<file path="config.mk">
export PLATFORM = sky130hd
export DESIGN_NAME = nibble_delta_pcm_decoder
export DESIGN_NICKNAME = d
export VERILOG_FILES = /design/src/rtl/ndpcm_pkg.sv /design/src/rtl/nibble_delta_pcm_decoder.sv
export SDC_FILE = /design/constraint.sdc
export NUM_CORES = 1
export LEC_CHECK = 0
export BUFFER_PORTS_ARGS = -buffer_cell sky130_fd_sc_hd__buf_2
export CORE_UTILIZATION = 60
export CTS_CLUSTER_SIZE = 20
export DETAILED_ROUTE_END_ITERATION = 16
export PLACE_DENSITY = 0.79
export SLEW_MARGIN = 0
export SYNTH_ARGS = -nofsm -noshare
export SYNTH_HDL_FRONTEND = slang
export SYNTH_SLANG_ARGS = --single-unit
</file>
<file path="constraint.sdc">
create_clock -name clk -period 11.1 [get_ports clk]
set_clock_uncertainty 0.05 [all_clocks]
set_input_delay 1.665 -clock clk [delete_from_list [all_inputs] [get_ports clk]]
set_output_delay 1.665 -clock clk [all_outputs]
set_load 0.05 [all_outputs]
</file>
<file path="src/rtl/ndpcm_pkg.sv">
// Shared word types and constants for the nibble delta PCM decoder.
package ndpcm_pkg;

	localparam logic [3:0]  ESCAPE_NIBBLE = 4'h8;
	localparam logic [15:0] TOTAL_RESET   = 16'hFFFF;

	typedef struct packed {
		logic       stream_start;
		logic [7:0] data_byte;
	} in_word_t;

	typedef struct packed {
		logic [7:0] sample;
		logic       last_of_run;
		logic       stream_done;
	} out_word_t;

endpackage

</file>
<file path="src/rtl/nibble_delta_pcm_decoder.sv">
// Top level of the nibble delta PCM decoder: input stage, nibble decode, result queue.
//
//   channel   direction  handshake              word
//   in        input      in_valid / in_ready    in_data  (stream_start, data_byte)
//   out       output     out_valid / out_ready  out_data (sample, last_of_run, stream_done)
//   cfg       input      cfg_we                 cfg_wdata (total_samples)
//
// One input word is taken per cycle while the result queue has room; it decodes
// combinationally from the input register into a two-entry result queue. A word that
// yields two samples holds the input side while the queue drains. An accepted word
// passes through the input register and then the queue before its first sample. Reset
// clears the decoder state, the input stage and the queue; the sample total resets to
// 65535. An output stall backs up through the queue into the input stage.
module nibble_delta_pcm_decoder (
	input  logic                 clk,
	input  logic                 arst_n,
	input  logic                 in_valid,
	output logic                 in_ready,
	input  ndpcm_pkg::in_word_t  in_data,
	output logic                 out_valid,
	input  logic                 out_ready,
	output ndpcm_pkg::out_word_t out_data,
	input  logic                 cfg_we,
	input  logic [15:0]          cfg_wdata
);
	import ndpcm_pkg::*;

	typedef enum logic [1:0] {
		MODE_CODE,
		MODE_ESC_LO,
		MODE_ESC_HI
	} mode_t;

	typedef struct packed {
		logic        active;
		mode_t       mode;
		logic [3:0]  esc_low;
		logic [7:0]  run;
		logic [15:0] count;
	} dec_state_t;

	typedef struct packed {
		dec_state_t st;
		logic       emit;
		logic [7:0] smp;
		logic       done;
	} step_t;

	function automatic step_t nib_step(dec_state_t cur, logic [3:0] nib, logic [15:0] total);
		step_t       r;
		logic [7:0]  delta;
		logic [15:0] cnt_nx;
		r      = '{st: cur, emit: 1'b0, smp: cur.run, done: 1'b0};
		delta  = '0;
		cnt_nx = cur.count + 16'd1;
		if (cur.active) begin
			unique case (cur.mode)
				MODE_ESC_LO: begin
					r.st.esc_low = nib;
					r.st.mode    = MODE_ESC_HI;
				end
				MODE_ESC_HI: begin
					delta     = {nib, cur.esc_low};
					r.st.mode = MODE_CODE;
					r.emit    = 1'b1;
				end
				default: begin
					if (nib == ESCAPE_NIBBLE) begin
						r.st.mode = MODE_ESC_LO;
					end else begin
						delta     = {{4{nib[3]}}, nib};
						r.st.mode = MODE_CODE;
						r.emit    = 1'b1;
					end
				end
			endcase
			if (r.emit) begin
				r.st.run   = cur.run + delta;
				r.st.count = cnt_nx;
				r.done     = (cnt_nx >= total);
				if (r.done) begin
					r.st.active = 1'b0;
				end
				r.smp = r.st.run;
			end
		end
		return r;
	endfunction

	logic [15:0] total_q;
	dec_state_t  st_q;
	dec_state_t  st_nx;

	logic        vld_s1;
	in_word_t    word_s1;
	logic        adv_s1;

	out_word_t   head_q;
	out_word_t   tail_q;
	logic [1:0]  cnt_q;
	logic        pop;
	logic        load_ok;

	out_word_t   res0;
	out_word_t   res1;
	logic [1:0]  res_n;
	step_t       lo_step;
	step_t       hi_step;
	logic        start_done;

	assign pop       = out_valid && out_ready;
	assign load_ok   = (cnt_q == 2'd0) || ((cnt_q == 2'd1) && pop);
	assign adv_s1    = vld_s1 && load_ok;
	assign in_ready  = !vld_s1 || adv_s1;
	assign out_valid = (cnt_q != 2'd0);
	assign out_data  = head_q;

	always_comb begin
		lo_step    = nib_step(st_q, word_s1.data_byte[3:0], total_q);
		hi_step    = nib_step(lo_step.st, word_s1.data_byte[7:4], total_q);
		start_done = (16'd1 >= total_q);
		res0       = '0;
		res1       = '0;
		if (word_s1.stream_start) begin
			st_nx = '{active: !start_done, mode: MODE_CODE, esc_low: 4'd0,
				run: word_s1.data_byte, count: 16'd1};
			res_n = 2'd1;
			res0  = '{sample: word_s1.data_byte, last_of_run: 1'b1, stream_done: start_done};
		end else begin
			st_nx = hi_step.st;
			res_n = {1'b0, lo_step.emit} + {1'b0, hi_step.emit};
			res1  = '{sample: hi_step.smp, last_of_run: 1'b1, stream_done: hi_step.done};
			if (lo_step.emit) begin
				res0 = '{sample: lo_step.smp, last_of_run: !hi_step.emit,
					stream_done: lo_step.done};
			end else begin
				res0 = res1;
			end
		end
	end

	always_ff @(posedge clk or negedge arst_n) begin
		if (!arst_n) begin
			total_q <= TOTAL_RESET;
			st_q    <= '{active: 1'b0, mode: MODE_CODE, esc_low: 4'd0, run: 8'd0, count: 16'd0};
			vld_s1  <= 1'b0;
			cnt_q   <= 2'd0;
		end else begin
			if (cfg_we) begin
				total_q <= cfg_wdata;
			end
			if (in_ready) begin
				vld_s1 <= in_valid;
			end
			if (adv_s1) begin
				st_q  <= st_nx;
				cnt_q <= res_n;
			end else if (pop) begin
				cnt_q <= cnt_q - 2'd1;
			end
		end
	end

	always_ff @(posedge clk) begin
		if (in_ready && in_valid) begin
			word_s1 <= in_data;
		end
		if (adv_s1) begin
			head_q <= res0;
			tail_q <= res1;
		end else if (pop) begin
			head_q <= tail_q;
		end
	end

endmodule

</file>
==> summary.md <==
| Metric | Value |
|---|---|
| Max Cap Viol | `0` |
| Post-synth top area cell | `edfxtp_1` |
| Worst min path class | `flop to flop` |
| DPL Wire Length | `11,700 um` |
| Placed Instances | `868` |
| Die Ht | `105 um` |
| Post-synth EDFFs | `29` |
| # setup viols final | `0` |
| Pint | `1.07 mW` |
| GRT Total Usage | `30.7%` |
| Main area contributors after synthesis | `edfxtp_1 14%, dfrtp_1 13%, ha_1 11%` |
| Setup total negative slack | `0 ps` |
| Number of diodes | `0` |
| Final non-filler cell total | `884` |
| Smallest hold slack | `445 ps` |
| Final slew viol count | `0` |
| Fmax | `176 MHz` |
| CP Data Required Time | `11,170 ps` |
| Num CTS Buffers | `9` |
| Sw Pwr | `1.06 mW` |
| Worst-Margin Slew | `979 ps` |
| Nature of the critical path startpoint | `flop` |
| Clock transition at path regs | `80 ps` |
| Antenna Nets Post-Route | `0` |
| Net Count, Synth | `808` |
| Share of the synthesized area in the top cell type | `13.6%` |
| Initial antenna violation count | `0` |
| Root Buffer | `clkbuf_8` |
| Synth top cells by count | `88 x nand2_1, 69 x o21ai_0, 57 x ha_1` |
| Sequential Power Share | `23.6%` |
| # DRC | `0` |
| Crit path capture type | `flop` |
| Row cnt | `37` |
| Outcome | `finished, final reports clean` |
| Synth unique cells | `78` |
| Routed WL per cell | `18.1 um` |
| Synth Cell Area | `6380 um^2` |
| Post-DP Area | `6650 um^2` |
| Final Critical Period | `5700 ps` |
| Combinational share of power | `66.3%` |
| Vias per cell | `6.14` |
| Syn_area_per_cell | `8.88 um^2` |
| Fin worst setup slack | `5400 ps` |
| Initial Util | `61.8%` |
| CORE AREA | `10,300 um^2` |
| Largest net degree at the start of global routing | `51` |
| Sequential area share after synthesis | `33.6%` |
| CP max FO | `37` |
| Post-layout net count | `832` |
| Drt total wl | `16,000 um` |
| Top FF cell, synth | `dfrtp_1` |
| Seq cells post-synth | `79` |
| Layout fillers | `874` |
| Resized cells post-CTS | `0` |
| RSZ-0062 raised after global routing | `no` |
| Post-route cell area | `6830 um^2` |
| GRT overflow | `0` |
| CTS tree | `done` |
| Pwr dens | `313 nW/um^2` |
| Switching share of power | `49.8%` |
| Data arrival, critical path | `5770 ps` |
| First-pass GRT wire length | `26,400 um` |
| Post-CTS setup buffer count | `0` |
| Static Leak | `2.99 nW` |
| Hold Buf Count CTS | `0` |
| Deepest clock path buffer count | `2` |
| H-tree level count | `3` |
| Post-synthesis instance total | `719` |
| Area growth from synthesis to layout | `6.98%` |
| Core Util, Final | `66.1%` |
| Worst slew margin | `34.5%` |
| GP Congestion | `0.939` |
| Sinks on the clock net | `79` |
| Vias in the first global route | `5,189` |
| Clock Latency Late Sink | `370 ps` |
| Die Wd | `105 um` |
| Post-synth ARST share | `63.3%` |
| Final period util | `51.3%` |
| Number of vias in the routed layout | `5,429` |
| Peak supply drop | `0.218 mV` |
| # IOs | `42` |
| Clock power share | `10.1%` |
| Synth warn | `0` |
| Layout cells sized above 1 | `14.0%` |
| Post-Place Setup Slack | `5530 ps` |
| Final Total Pwr | `2.14 mW` |
| Die area | `11,100 um^2` |
| I/O Buffers | `41` |
| DR iter-0 viols | `363` |
| Critical path type | `flop to flop` |
| Drt pass-1 iters | `5` |
| Count leader, synth | `nand2_1` |
| Final hold vios | `0` |
final cells by class:
type	count	area [um^2]	area share [%]
clock buffer	13	139	2.03
sequential	79	2140	31.4
inverter	37	141	2.07
tap	136	170	2.49
timing repair buffer	47	250	3.66
multi-input combinational	569	3940	57.7
clock inverter	3	43.8	0.641
worst max-delay path, cell delays in order, from the launching register on:
cell and delay, ps:
dfrtp_1 410, inv_1 80, ha_1 450, nand2_1 230
o21ai_4 820, inv_4 260, xnor2_1 310, ha_1 310
o2111ai_2 260, nor4b_4 470, and4bb_4 300, xnor2_1 140
ha_1 270, a21o_1 150, a21oi_1 140, o21ai_0 110
a21oi_1 280, nor3b_1 110, a221o_1 260
final timing paths:
check | start | endpoint | slack, ps | depth (start not counted)
min in group asynchronous | arst_n | st_q[15] | 1380 | 2
max in group asynchronous | arst_n | st_q[29] | 9170 | 2
setup reg to reg | st_q[28] | out_data[0] | 5400 | 18
hold reg to reg | cnt_q[1] | cnt_q[1] | 440 | 1
hold / removal | cnt_q[1] | cnt_q[1] | 440 | 1
setup / recovery | st_q[28] | out_data[0] | 5400 | 18
kinds of logic after synthesis:
group	share of synthesized area (%)
simple gates	17.9
compound gates	19.6
flops	33.6
buf+inv	4.68
xor+xnor	8.47
fa+ha+maj	11.8
mux	3.98
state kept, by name, indices dropped and copies added, names as in the netlist:
| signal | cells |
|---|---|
| cnt_q | 2 |
| st_q | 31 |
| vld_s1 | 1 |
| tail_q | 10 |
| out_data | 10 |
| total_q | 16 |
| word_s1 | 9 |
power groups by stage:
stage,registers [mW],logic (mW),clock network [mW]
6_report,0.505,1.42,0.217
2_1_floorplan,0.547,1.04,0
4_1_cts,0.502,1.40,0.218
3_3_place_gp,0.503,1.34,0
3_5_place_dp,0.508,1.39,0
5_1_grt,0.513,1.56,0.229
metal layers:
metal | GRT usage (%) | share of wire (%) | vias up
met5 | 0 | 0 | -
met4 | 9.76 | 1.4 | 0
met3 | 5.68 | 7.1 | 16
met2 | 46.2 | 45 | 218
met1 | 44.5 | 47 | 2569
li1 | - | - | 2626
layout by cell type (no fill, tap or decap), drive strengths merged, types with 22 or more instances in the layout:
master  synthesis  final
nand2          89     89
o21ai          73     73
inv            37     37
a21oi          39     39
nor2           56     56
buf            16     47
edfxtp         29     29
xnor2          38     38
dfrtp          34     34
ha             57     57
xor2           22     22
Power figures use the tool's default switching activity.
